[config.mk]
export PLATFORM = sky130hd
export DESIGN_NAME = pausable_periodic_timer_unit
export DESIGN_NICKNAME = d
export VERILOG_FILES = /design/src/rtl/ppt_pkg.sv /design/src/rtl/pausable_periodic_timer_unit.sv
export SDC_FILE = /design/constraint.sdc
export NUM_CORES = 1
export LEC_CHECK = 0
export ABC_AREA = 0
export BUFFER_PORTS_ARGS = -buffer_cell sky130_fd_sc_hd__buf_4
export CAP_MARGIN = 20
export CELL_PAD_IN_SITES_DETAIL_PLACEMENT = 0
export CELL_PAD_IN_SITES_GLOBAL_PLACEMENT = 2
export CORE_UTILIZATION = 35
export CTS_CLUSTER_DIAMETER = 100
export DETAILED_ROUTE_END_ITERATION = 7
export GPL_TIMING_DRIVEN = 0
export PLACE_DENSITY_LB_ADDON = 0.1
export SETUP_SLACK_MARGIN = 0.05
export SLEW_MARGIN = 15
export SYNTH_ARGS = -nofsm -noshare
export SYNTH_HDL_FRONTEND = slang
export SYNTH_SLANG_ARGS = --single-unit
[constraint.sdc]
create_clock -name clk -period 3.6 [get_ports clk]
set_clock_uncertainty 0.1 [all_clocks]
set_input_delay 0.72 -clock clk [delete_from_list [all_inputs] [get_ports clk]]
set_output_delay 0.72 -clock clk [all_outputs]
set_load 0.03 [all_outputs]
[src/rtl/ppt_pkg.sv]
`default_nettype none
// ----------------------------------------------------------------------------
// ppt_pkg
// Shared types and codes for the pausable periodic timer: item kinds,
// result status codes and timer states.
// ----------------------------------------------------------------------------
package ppt_pkg;

    localparam int unsigned CountW = 32;

    typedef enum logic [2:0] {
        KIND_TICK       = 3'd0,
        KIND_START      = 3'd1,
        KIND_STOP       = 3'd2,
        KIND_PAUSE      = 3'd3,
        KIND_RESUME     = 3'd4,
        KIND_SET_PERIOD = 3'd5,
        KIND_QUERY      = 3'd6
    } kind_t;

    typedef enum logic [2:0] {
        STATUS_OK          = 3'd0,
        STATUS_INVALID     = 3'd1,
        STATUS_ALREADY     = 3'd2,
        STATUS_NOT_RUNNING = 3'd3,
        STATUS_NOT_PAUSED  = 3'd4
    } status_t;

    typedef enum logic [1:0] {
        TS_STOPPED = 2'd0,
        TS_RUNNING = 2'd1,
        TS_PAUSED  = 2'd2
    } timer_state_t;

endpackage : ppt_pkg
`default_nettype wire

[src/rtl/pausable_periodic_timer_unit.sv]
`default_nettype none
// ----------------------------------------------------------------------------
// pausable_periodic_timer_unit
// Stopped / running / paused countdown timer driven by command and tick
// transactions, with one result transaction per input transaction.
// ----------------------------------------------------------------------------
//
//  Channel | Handshake            | Payload
//  --------+----------------------+--------------------------------------------
//  cfg     | cfg_valid, cfg_ready | cfg_data (periodic_mode)
//  in      | in_valid, in_ready   | kind, new_period, restart_running
//  out     | out_valid, out_ready | status, fired, run_state, remaining_ticks,
//          |                      | current_period
//
//  An accepted item is loaded into the input register, then passes through
//  the update logic into the result register, which drives out_valid.
//  Throughput is one transaction per cycle while out is not stalled; the
//  timer state registers are read and written in the same stage, so each
//  item sees its predecessor.
//  Reset leaves the timer stopped with zero period, periodic mode set.
//  A stall on out holds the result register and the input register; in_ready
//  drops only when both are full and out_ready is low.
// ----------------------------------------------------------------------------
module pausable_periodic_timer_unit
(
    input  wire logic        clk,
    input  wire logic        rst_n,

    input  wire logic        cfg_valid,
    output logic             cfg_ready,
    input  wire logic        cfg_data,

    input  wire logic        in_valid,
    output logic             in_ready,
    input  wire logic [2:0]  kind,
    input  wire logic [31:0] new_period,
    input  wire logic        restart_running,

    output logic             out_valid,
    input  wire logic        out_ready,
    output logic [2:0]       status,
    output logic             fired,
    output logic [1:0]       run_state,
    output logic [31:0]      remaining_ticks,
    output logic [31:0]      current_period
);

    // Configuration
    logic periodic_mode_reg;

    // Input register
    logic                     in_valid_reg;
    ppt_pkg::kind_t           kind_reg;
    logic [ppt_pkg::CountW-1:0] new_period_reg;
    logic                     restart_reg;

    // Timer state
    ppt_pkg::timer_state_t      timer_state_reg, timer_state_next;
    logic [ppt_pkg::CountW-1:0] countdown_reg, countdown_next;
    logic [ppt_pkg::CountW-1:0] saved_reg, saved_next;
    logic [ppt_pkg::CountW-1:0] period_reg, period_next;

    // Result register
    logic                       out_valid_reg;
    ppt_pkg::status_t           status_reg, status_next;
    logic                       fired_reg, fired_next;
    ppt_pkg::timer_state_t      run_state_reg;
    logic [ppt_pkg::CountW-1:0] remaining_reg, remaining_next;
    logic [ppt_pkg::CountW-1:0] cur_period_reg;

    logic advance;
    logic [ppt_pkg::CountW-1:0] resume_load;

    // Result stage may load when empty or when its transaction leaves now
    assign advance   = !out_valid_reg || out_ready;
    assign in_ready  = !in_valid_reg || advance;
    assign cfg_ready = 1'b1;

    always_ff @(posedge clk or negedge rst_n)
    begin
        if (!rst_n)
        begin
            periodic_mode_reg <= 1'b1;
        end
        else if (cfg_valid && cfg_ready)
        begin
            periodic_mode_reg <= cfg_data;
        end
    end

    // Input register: hold while the result stage is blocked
    always_ff @(posedge clk or negedge rst_n)
    begin
        if (!rst_n)
        begin
            in_valid_reg <= 1'b0;
        end
        else if (in_ready)
        begin
            in_valid_reg <= in_valid;
        end
    end

    always_ff @(posedge clk)
    begin
        if (in_valid && in_ready)
        begin
            kind_reg       <= ppt_pkg::kind_t'(kind);
            new_period_reg <= new_period;
            restart_reg    <= restart_running;
        end
    end

    assign resume_load = (saved_reg != '0) ? saved_reg : period_reg;

    // Update logic: one item against the current timer state
    always_comb
    begin
        timer_state_next = timer_state_reg;
        countdown_next   = countdown_reg;
        saved_next       = saved_reg;
        period_next      = period_reg;
        status_next      = ppt_pkg::STATUS_OK;
        fired_next       = 1'b0;

        unique case (kind_reg)
            ppt_pkg::KIND_TICK:
            begin
                if (timer_state_reg == ppt_pkg::TS_RUNNING)
                begin
                    if (countdown_reg > ppt_pkg::CountW'(1))
                    begin
                        countdown_next = countdown_reg - ppt_pkg::CountW'(1);
                    end
                    else
                    begin
                        fired_next = 1'b1;
                        if (periodic_mode_reg && (period_reg != '0))
                        begin
                            countdown_next = period_reg;
                        end
                        else
                        begin
                            timer_state_next = ppt_pkg::TS_STOPPED;
                            countdown_next   = '0;
                            saved_next       = '0;
                        end
                    end
                end
            end
            ppt_pkg::KIND_START:
            begin
                if (timer_state_reg == ppt_pkg::TS_RUNNING)
                begin
                    status_next = ppt_pkg::STATUS_ALREADY;
                end
                else if (period_reg == '0)
                begin
                    status_next = ppt_pkg::STATUS_INVALID;
                end
                else
                begin
                    timer_state_next = ppt_pkg::TS_RUNNING;
                    saved_next       = '0;
                    countdown_next   = period_reg;
                end
            end
            ppt_pkg::KIND_STOP:
            begin
                if (timer_state_reg == ppt_pkg::TS_STOPPED)
                begin
                    status_next = ppt_pkg::STATUS_NOT_RUNNING;
                end
                else
                begin
                    timer_state_next = ppt_pkg::TS_STOPPED;
                    countdown_next   = '0;
                    saved_next       = '0;
                end
            end
            ppt_pkg::KIND_PAUSE:
            begin
                if (timer_state_reg != ppt_pkg::TS_RUNNING)
                begin
                    status_next = ppt_pkg::STATUS_NOT_RUNNING;
                end
                else
                begin
                    saved_next = (countdown_reg == '0) ? ppt_pkg::CountW'(1)
                                                       : countdown_reg;
                    countdown_next   = '0;
                    timer_state_next = ppt_pkg::TS_PAUSED;
                end
            end
            ppt_pkg::KIND_RESUME:
            begin
                if (timer_state_reg != ppt_pkg::TS_PAUSED)
                begin
                    status_next = ppt_pkg::STATUS_NOT_PAUSED;
                end
                else if (resume_load == '0)
                begin
                    status_next = ppt_pkg::STATUS_INVALID;
                end
                else
                begin
                    timer_state_next = ppt_pkg::TS_RUNNING;
                    saved_next       = '0;
                    countdown_next   = resume_load;
                end
            end
            ppt_pkg::KIND_SET_PERIOD:
            begin
                if (new_period_reg == '0)
                begin
                    status_next = ppt_pkg::STATUS_INVALID;
                end
                else
                begin
                    period_next = new_period_reg;
                    if (restart_reg && (timer_state_reg == ppt_pkg::TS_RUNNING))
                    begin
                        countdown_next = new_period_reg;
                    end
                end
            end
            default:
            begin
                // query and the unused code: report only
            end
        endcase

        unique case (timer_state_next)
            ppt_pkg::TS_RUNNING: remaining_next = countdown_next;
            ppt_pkg::TS_PAUSED:  remaining_next = saved_next;
            default:             remaining_next = '0;
        endcase
    end

    // Timer state: advance only when an item moves into the result register
    always_ff @(posedge clk or negedge rst_n)
    begin
        if (!rst_n)
        begin
            timer_state_reg <= ppt_pkg::TS_STOPPED;
            countdown_reg   <= '0;
            saved_reg       <= '0;
            period_reg      <= '0;
        end
        else if (in_valid_reg && advance)
        begin
            timer_state_reg <= timer_state_next;
            countdown_reg   <= countdown_next;
            saved_reg       <= saved_next;
            period_reg      <= period_next;
        end
    end

    // Result register
    always_ff @(posedge clk or negedge rst_n)
    begin
        if (!rst_n)
        begin
            out_valid_reg <= 1'b0;
        end
        else if (advance)
        begin
            out_valid_reg <= in_valid_reg;
        end
    end

    always_ff @(posedge clk)
    begin
        if (in_valid_reg && advance)
        begin
            status_reg     <= status_next;
            fired_reg      <= fired_next;
            run_state_reg  <= timer_state_next;
            remaining_reg  <= remaining_next;
            cur_period_reg <= period_next;
        end
    end

    assign out_valid       = out_valid_reg;
    assign status          = status_reg;
    assign fired           = fired_reg;
    assign run_state       = run_state_reg;
    assign remaining_ticks = remaining_reg;
    assign current_period  = cur_period_reg;

`ifndef SYNTHESIS
    // Stopped timer holds no count
    a_stopped_clear: assert property (@(posedge clk) disable iff (!rst_n)
        (timer_state_reg == ppt_pkg::TS_STOPPED)
            |-> (countdown_reg == '0) && (saved_reg == '0))
        else $error("stopped timer holds a count");

    // Paused timer keeps a non-zero saved count and no live countdown
    a_paused_saved: assert property (@(posedge clk) disable iff (!rst_n)
        (timer_state_reg == ppt_pkg::TS_PAUSED)
            |-> (countdown_reg == '0) && (saved_reg != '0))
        else $error("paused timer state inconsistent");

    // Running timer always has a live countdown and no saved count
    a_running_live: assert property (@(posedge clk) disable iff (!rst_n)
        (timer_state_reg == ppt_pkg::TS_RUNNING)
            |-> (countdown_reg != '0) && (saved_reg == '0))
        else $error("running timer state inconsistent");

    // An expiry is always a successful tick and never leaves the timer paused
    a_fired_result: assert property (@(posedge clk) disable iff (!rst_n)
        (out_valid_reg && fired_reg)
            |-> (status_reg == ppt_pkg::STATUS_OK)
                && (run_state_reg != ppt_pkg::TS_PAUSED))
        else $error("firing result inconsistent");
`endif

endmodule : pausable_periodic_timer_unit
`default_nettype wire

# Yosys cells after proc, flatten, opt, wreduce, memory -nomap -nowiden
# Cells that the tools add are included.
[totals]
reg_bits = 207
input_bits = 42
output_inout_bits = 73
elab_cells = 90
[classes]
n_addsub = 1
n_lt_le_gt_ge = 1
n_eq_ne = 10
mux = 46
n_reduce_logical = 17
[ops]
columns = ["operator", "count"]
rows = [
  ["32-bit two-way mux", 24],
  ["32-bit case mux with 6 select lines", 1],
  ["32-bit case mux with 5 select lines", 1],
  ["32-bit logical NOT", 4],
  ["32-bit case mux with 2 select lines", 1],
  ["32-bit nonzero test", 2],
  ["32-bit by 1-bit > comparator with 1-bit output, second input constant", 1],
  ["32-bit by 1-bit subtractor with 32-bit output, second input constant", 1],
  ["2-bit two-way mux", 12],
  ["3-bit case mux with 5 select lines", 1],
  ["2-bit case mux with 5 select lines", 1],
  ["3-bit by 2-bit equality test with 1-bit output, second input constant", 2],
  ["3-bit equality test, second input constant", 2],
  ["2-bit by 1-bit equality test with 1-bit output, second input constant", 2],
  ["1-bit logical AND", 4],
  ["1-bit two-way mux", 4],
  ["3-bit by 1-bit equality test with 1-bit output, second input constant", 1],
  ["3-bit logical NOT", 1],
  ["3-bit two-way mux", 1],
  ["2-bit equality test, second input constant", 1],
  ["1-bit logical NOT", 2],
  ["2-bit logical NOT", 1],
  ["1-bit logical OR", 2],
  ["2-bit by 1-bit != test with 1-bit output, second input constant", 1],
  ["2 further kinds", 2],
]

# Depth between registers and ports, before layout
# Gate-level depths: netlist (run 1).
[logic_depth]
ltp_word = 8
mapped_depth = 16
depth_no_buf = 14

# Worst setup path after synthesis (run 1)
# No wires, ideal clock.
[synth_path]
path_kind = "input to register"
from = "input port out_ready"
to = "register cur_period_reg, in the netlist current_period[0], enable pin"
arrival_ns = 3.417
t_required_ns = 3.039
setup_slack_ns = -0.378
cell_stages = 5
path_buffers = 2
cell_sequence = "nand2b_1 nand2_1 inv_1 clkbuf_1 buf_1"
[synth_between]
elab_chain_len = 2
[synth_rtl]
columns = ["item", "line", "text"]
rows = [
  ["start, declared", "pausable_periodic_timer_unit.sv:40", "input wire logic out_ready,"],
  ["1-bit logical OR", "pausable_periodic_timer_unit.sv:75", "assign advance = !out_valid_reg || out_ready;"],
  ["1-bit logical AND", "pausable_periodic_timer_unit.sv:274", "if (in_valid_reg && advance)"],
  ["end signal, assigned", "pausable_periodic_timer_unit.sv:280", "cur_period_reg <= period_next;"],
  ["end, declared", "pausable_periodic_timer_unit.sv:69", "logic [ppt_pkg::CountW-1:0] cur_period_reg;"],
]
# No other way between the ends.
# A chain may end at the register's enable or synchronous reset.

# Final worst setup path (run 1)
[layout_path]
from = "register countdown_reg[11] (netlist bit)"
to = "register remaining_reg, in the netlist remaining_ticks[14], data pin"
[layout_between]
elab_chain_len = 6
elab_cells_between_ends = 17
classes_between = "add/sub (1); order compare (1); eq/ne (2); mux (12); reduce/logical (1)"
[layout_rtl]
columns = ["item", "line", "text"]
rows = [
  ["start, declared", "pausable_periodic_timer_unit.sv:59", "logic [ppt_pkg::CountW-1:0] countdown_reg, countdown_next;"],
  ["start signal, assigned", "pausable_periodic_timer_unit.sv:253", "countdown_reg <= countdown_next;"],
  ["32-bit by 1-bit > comparator with 1-bit output", "pausable_periodic_timer_unit.sv:131", "if (countdown_reg > ppt_pkg::CountW'(1))"],
  ["2-bit two-way mux", "pausable_periodic_timer_unit.sv:131", ""],
  ["2-bit two-way mux", "pausable_periodic_timer_unit.sv:129", "if (timer_state_reg == ppt_pkg::TS_RUNNING)"],
  ["2-bit case mux with 5 select lines", "pausable_periodic_timer_unit.sv:126", "unique case (kind_reg)"],
  ["2-bit equality test / 2-bit by 1-bit equality test with 1-bit output (equally long branches)", "pausable_periodic_timer_unit.sv:233", "unique case (timer_state_next)"],
  ["32-bit case mux with 2 select lines *", "pausable_periodic_timer_unit.sv:233", ""],
  ["named net remaining_next, one bit", "pausable_periodic_timer_unit.sv:68", "logic [ppt_pkg::CountW-1:0] remaining_reg, remaining_next;"],
  ["end signal, assigned", "pausable_periodic_timer_unit.sv:279", "remaining_reg <= remaining_next;"],
  ["end, declared", "pausable_periodic_timer_unit.sv:68", ""],
]
# Mark *: on every way through the listed nets, which the timed path passes. The rest lies on a longest branch.

==> results.md, run 1 <==
- Met3 Routed Length: 3880 um
- Met2 WL post-DR: 21,200 um
- Max_cap viols: 0
- Number of CTS-inserted buffers: 23
- Starting density of the core: 0.358
- Reg-to-reg endpoint: remaining_ticks[14]
- Slew Limit Fails: 0
- First-pass DRT Iterations: 8
- Drt total wl: 49,600 um
- Gr ovfl total: 0
- Worst Hold Class: input pin to flip-flop
- First-pass GRT wire length: 71,200 um
- Hold path cells: 2
- Pint: 5.11 mW
- Die Y-Extent: 180 um
- Clock Latency Late Sink: 0.52 ns
- Synth Area per Inst: 10.2 um^2
- Reg clk slew, reported paths: 0.06 ns
- Yosys warnings: 0
- Net Count, Synth: 1,127
- Clock tree buffer depth: 3
- Post-synth design cell area: 0.0110 mm^2
- Post-DP HPWL: 36,900 um
- Clock power share: 0.302
- Antenna-violating nets left: 0
- R2R depth: 15
- Slew @ Worst Pin: 0.968 ns
- #FFs+latches synth: 207
- Wl on met1: 22,800 um
- Unrepaired setup endpoints after global routing: yes
- Share of power burned in registers: 0.420
- CTS tree: done
- FMAX: 272 MHz
- Comb pwr share: 0.277
- Core box area: 0.0308 mm^2
- Total die area: 0.0322 mm^2
- Vias in the first global route: 9,798
- Crit Path Max Fanout: 8
- Sw Ratio: 0.358
- Fin crit share: 1.02
- Switching Power: 2.85 mW
- H-tree depth: 1
- Port bufs: 113
- Worst Path Arrival: 3.91 ns
- Seq/Total Area, Yosys: 0.518
- Asr flop ratio synth: 0.488
- Initial antenna violation count: 0
- Fin crit period: 3.68 ns
- Power per Cell Area: 559 mW/mm^2
- Via density: 6.19
- Critical Path Start Type: flip-flop
- Area grow syn2layout: 29.1%
- Vias post-DR: 10,400
- Post-synth top flop: edfxtp_1
- Post-synth EDFFs: 106
- Hold path endpoint: periodic_mode_reg
- Final hold vios: 0
- Failing checks: DRC, setup timing
- Clk sinks: 207
- I/O pins: 115
- Launching point of the worst reg2reg path: countdown_reg[11]
- Die Wd: 180 um
- Iter 0 DRT Violations: 1,170
- Required time of the critical path: 3.83 ns
- Nets: 1,310
- Cells after Synth: 1,080
- Share of cells above drive strength 1: 0.285
- Critical path capture point type: flip-flop
- Top Layer Used: met4
- Status: finished with violations
- Clock root cell: clkbuf_16
- Final Wtd Congestion: 0.940
- Worst Setup Slack, final: -0.0826 ns
- Post-DR wirelength/cell: 29.6 um
- Row Count: 64
- Pleak: 5.76 nW
- Maximum vdd drop: 0.373 mV
- Worst Path Class, Setup: flip-flop to flip-flop
- # diodes: 0
- Hold_sp: cfg_valid
- Worst slack, placed: -2.35 ns
- Pin count of the biggest net entering global routing: 70
- Max_slew headroom: 0.355
- # setup viols final: 9
- Reg2reg setup slack: -0.08 ns
- Yosys cell types: 81
- Residual DRC: 2
- Setup TNS: -0.329 ns
- GRT Total Usage: 0.304
[cells in the final DEF (no fill, tap or decap), types with 7 or more instances in the layout]
| cell | n |
|---|---|
| buf_4 | 166 |
| dfrtp_2 | 12 |
| and2_1 | 7 |
| nor4_2 | 10 |
| o22ai_1 | 13 |
| a221o_1 | 18 |
| edfxtp_1 | 106 |
| nor2_1 | 47 |
| clkbuf_2 | 9 |
| nor4_1 | 14 |
| a21oi_1 | 50 |
| xor2_1 | 8 |
| buf_2 | 13 |
| nand4_1 | 16 |
| a22oi_1 | 23 |
| nand2_1 | 151 |
| clkbuf_1 | 35 |
| mux2_2 | 20 |
| and4_1 | 7 |
| nand3_1 | 20 |
| xnor2_1 | 8 |
| a21o_1 | 14 |
| a22o_1 | 53 |
| nor4_4 | 12 |
| o21ai_1 | 17 |
| and3_1 | 7 |
| o211ai_1 | 15 |
| a221oi_1 | 9 |
| clkbuf_16 | 25 |
| buf_6 | 10 |
| nor3_1 | 15 |
| inv_1 | 18 |
| dfrtp_1 | 88 |
| o21ai_0 | 49 |
[power groups by stage]
stage	combinational (mW)	clock (mW)	sequential, mW
final	2.21	2.41	3.34
after global routing	2.35	2.54	3.39
after CTS	2.11	2.46	3.25
after detailed placement	2.01	0	3.23
after global placement	1.99	0	3.23
after floorplan	1.12	0	3.27
[worst max-delay path by stage]
stage / from / to / slack, ns
global route: countdown_reg[23] / remaining_ticks[10] / -0.08
floorplan: period_reg[24] / remaining_ticks[10] / 0.09
finish: countdown_reg[11] / remaining_ticks[14] / -0.08
detailed placement: period_reg[8] / remaining_ticks[2] / -2.35
CTS: countdown_reg[7] / remaining_ticks[10] / -0.12
global placement: period_reg[8] / remaining_ticks[2] / -2.53
[area by class of cell]
class | count | area (um^2)
Tap cell | 396 | 495
Multi-Input combinational cell | 769 | 5400
Fill cell | 2939 | 16600
Inverter | 19 | 73.8
Sequential cell | 207 | 5730
Buffer | 74 | 449
Clock inverter | 12 | 125
Clock buffer | 29 | 639
Timing Repair Buffer | 169 | 1330
[metal layers]
metal  global-route usage  up-vias
met5                    0        -
met4                0.111        0
met3               0.0551      101
met2                0.445      555
met1                0.446     5189
li1                     -     4528
[what timing repair did]
action	in CTS	in global routing
resized for setup	94	74
cloned	1	0
endpoints found under the hold margin	5	0
setup buffers	26	23
hold buffers	1	0
endpoints found under the setup margin	88	35
pin swaps	27	25
[worst max-delay path, stage by stage (launching register included)]
cell      delay, ns
dfrtp_1        0.56
nor4_4         0.54
and4_1         0.34
nand4_1        0.20
o21ai_4        0.25
a21oi_2        0.10
o22ai_2        0.13
buf_6          0.17
ha_4           0.21
buf_4          0.14
nor2b_4        0.13
buf_8          0.14
buf_4          0.15
o211a_1        0.14
a21oi_1        0.04
o211ai_1       0.13
[stage by stage]
| stage | instance area, um^2 | total power [mW] | hold WS [ns] | cells | utilization |
|---|---|---|---|---|---|
| global route | 14200 | 8.28 | 0.270 | 1675 | 0.462 |
| detailed placement | 12500 | 5.25 | 0.394 | 1593 | 0.405 |
| finish | 14200 | 7.96 | 0.287 | 1675 | 0.462 |
| CTS | 13800 | 7.82 | 0.271 | 1656 | 0.449 |
| floorplan | 11000 | 4.40 | 0.324 | 1080 | - |
| global placement | 12400 | 5.23 | 0.386 | 1589 | 0.402 |
[cell families (layout without fill, tap and decap cells)]
| kind of cell | count (synthesis) | in the layout | synth area share |
|---|---|---|---|
| buf+inv | 104 | 303 | 0.0398 |
| xor+xnor | 17 | 17 | 0.0135 |
| compound gates | 356 | 356 | 0.231 |
| flops | 207 | 207 | 0.518 |
| mux | 26 | 26 | 0.0259 |
| fa+ha+maj | 5 | 5 | 0.00567 |
| other cells | 1 | 1 | 0.000340 |
| simple gates | 364 | 364 | 0.166 |
[cells in the mapped netlist, types with 15 or more instances]
| cell | instances | share of area |
|---|---|---|
| o21ai_0 | 53 | 0.024 |
| nand4_1 | 16 | 0.0091 |
| nor2_1 | 51 | 0.017 |
| o21ai_1 | 16 | 0.0073 |
| nand3_1 | 20 | 0.0091 |
| a21oi_1 | 56 | 0.025 |
| edfxtp_1 | 106 | 0.29 |
| a22o_1 | 53 | 0.042 |
| nor3_1 | 19 | 0.0086 |
| nand2_1 | 153 | 0.052 |
| a22oi_1 | 23 | 0.016 |
| clkbuf_1 | 61 | 0.021 |
| nor4_1 | 31 | 0.018 |
| o211ai_1 | 15 | 0.010 |
| inv_1 | 19 | 0.0065 |
| o22ai_1 | 19 | 0.011 |
| dfrtp_1 | 100 | 0.23 |
| a221o_1 | 18 | 0.016 |
| mux2_2 | 20 | 0.020 |
No activity file was read; power rests on OpenSTA's default activity.
==> inputs of run 2 (changes only) <==
Settings changed: BUFFER_PORTS_ARGS -buffer_cell sky130_fd_sc_hd__buf_4 to unset, CORE_UTILIZATION 35 to 37, DONT_BUFFER_PORTS set to 1.
==> run 2 against run 1 <==
  * The flow now finishes without violations
  * Clock power up 2%
  * Utilization down 0.15 points
  * Combinational power down 15%
  * First-iteration DRC count up 10%
  * Power down 0.82%
  * Worst hold slack worse by 0.29 ns
  * Clock-buffer cell count up 3
  * Maximum frequency up 2.9%
  * Critical path depth down 4
  * Flip-flop and latch count unchanged
  * Design area down 6.2%
  * Critical endpoint is now remaining_ticks[19]
  * Largest power group unchanged
==> results.md, run 2 (synthesized netlist as in run 1, its figures left out) <==
- Core box area: 0.0290 mm^2
- Die Y-Extent: 175 um
- Reg-to-reg endpoint: remaining_ticks[19]
- Placed Area: 0.0116 mm^2
- Maximum vdd drop: 0.435 mV
- Crit Path Max Fanout: 5
- Row Count: 62
- Final Wtd Congestion: 0.951
- Drt total wl: 48,000 um
- Setup TNS: 0 ns
- Via density: 6.34
- Worst Path Class, Setup: flip-flop to flip-flop
- Max_cap viols: 0
- Launching point of the worst reg2reg path: countdown_reg[7]
- Final Non-Filler Cells: 1,547
- Worst Hold Class: input pin to asynchronous set/reset pin
- Pleak: 5.20 nW
- Reg clk slew, reported paths: 0.06 ns
- Multi-input combinational cell area: 0.00537 mm^2
- Finished Cell Area: 0.0134 mm^2
- Hold_ws: 0.00159 ns
- Number of CTS-inserted buffers: 24
- Iter 0 DRT Violations: 1,287
- # setup viols final: 0
- FMAX: 280 MHz
- Slew Limit Fails: 0
- Worst Setup Slack, final: 0.0222 ns
- GRT Total Usage: 0.312
- Slew @ Worst Pin: 1.05 ns
- Final hold vios: 0
- Critical Path Start Type: flip-flop
- Clk sinks: 207
- Total die area: 0.0305 mm^2
- Worst Setup SP: countdown_reg[7]
- FF+latch area: 0.00573 mm^2
- Worst Path Arrival: 3.76 ns
- Clock tree buffer depth: 3
- Fill count: 2,822
- Port bufs: 0
- Gr ovfl total: 0
- Clock root cell: clkbuf_16
- Most frequent cells in the layout: 149 x nand2_1, 106 x edfxtp_1, 86 x dfrtp_1, 53 x a22o_1, 50 x o21ai_0
- Met2 WL post-DR: 20,200 um
- Critical path capture point type: flip-flop
- Area grow syn2layout: 21.1%
- Vias post-DR: 9,809
- Worst slack, placed: -2.39 ns
- Commonest non-fill, non-tap cell in the layout: nand2_1
- Unrepaired setup endpoints after global routing: yes
- Nets: 1,192
- Starting density of the core: 0.380
- Post-DR wirelength/cell: 31.0 um
- Placed Instances: 1,466
- Vias in the first global route: 9,382
- CTS tree: done
- Max_slew headroom: 0.297
- Power per Cell Area: 591 mW/mm^2
- Post-DP HPWL: 35,400 um
- Wl on met1: 22,200 um
- Residual DRC: 0
- H-tree depth: 1
- Fin crit period: 3.58 ns
- Met3 Routed Length: 3860 um
- Reg2reg setup slack: 0.02 ns
- Initial antenna violation count: 0
- Fin crit share: 0.994
- Die Wd: 175 um
- I/O pins: 115
- First-pass DRT Iterations: 6
- Clock Latency Late Sink: 0.53 ns
- Pin count of the biggest net entering global routing: 102
- Antenna-violating nets left: 0
- First-pass GRT wire length: 68,600 um
- # diodes: 0
- Share of cells above drive strength 1: 0.211
- Top Layer Used: met4
- Required time of the critical path: 3.78 ns
- Status: completed
- R2R depth: 11
==> run 2: changes by cell type in the layout (fill, tap and decap cells not counted), moves of 3 or more <==
cell / change
buf_4: -121
clkinv_1: +5
o22ai_1: +5
o22ai_2: -5
clkinvlp_4: -3
nand2_2: +3
==> run 2: critical path: stages (launching register included) <==
cell and delay [ns]:
dfrtp_1 0.37, buf_6 0.13, or4_4 0.53, buf_6 0.15, buf_4 0.16, or4_4 0.58, nor3_2 0.15, xor2_1 0.15
o311a_1 0.36, a211oi_4 0.31, nand2_1 0.10, a31o_1 0.25
==> run 2: metal layers <==
| layer | track usage | vias up |
|---|---|---|
| li1 | - | 4286 |
| met3 | 0.0498 | 104 |
| met1 | 0.470 | 4845 |
| met4 | 0.103 | 0 |
| met5 | 0 | - |
| met2 | 0.454 | 574 |
==> run 2: final cells by class <==
cell class | count | share of cell area
inverters | 19 | 0.00553
flip-flops and latches | 207 | 0.429
clock buffers | 32 | 0.0495
plain buffers | 73 | 0.0341
well taps | 384 | 0.0360
multi-input cells | 769 | 0.402
repair buffers | 51 | 0.0343
clock inverters | 12 | 0.00993
==> run 2: per-stage QoR <==
stage / power (mW) / utilization
3_3_place_gp: 5.04 / 0.397
3_5_place_dp: 5.04 / 0.399
5_1_grt: 8.16 / 0.460
4_1_cts: 7.77 / 0.451
6_report: 7.89 / 0.460
2_1_floorplan: 4.40 / -
==> run 2: power by group <==
group          internal (mW)  switching (mW)
Combinational          0.717            1.16
Clock                   1.50           0.971
Sequential              2.88           0.670
==> run 2: worst max-delay path by stage <==
stage,end,slack [ns],cells past startpoint
after floorplan,remaining_ticks[10],0.09,14
after global placement,remaining_ticks[2],-2.62,13
after detailed placement,remaining_ticks[2],-2.39,13
after CTS,remaining_ticks[10],0.02,15
after global routing,remaining_ticks[19],-0.05,10
final,remaining_ticks[19],0.02,11
==> run 2: timing repair <==
action                                  in CTS  in global routing
hold buffers                                 1                  0
buffers inserted                            35                 12
endpoints found under the hold margin      101                  0
cloned                                       1                  0
pin swaps                                   24                 17
endpoints found under the setup margin      89                 36
resized for setup                          100                 59
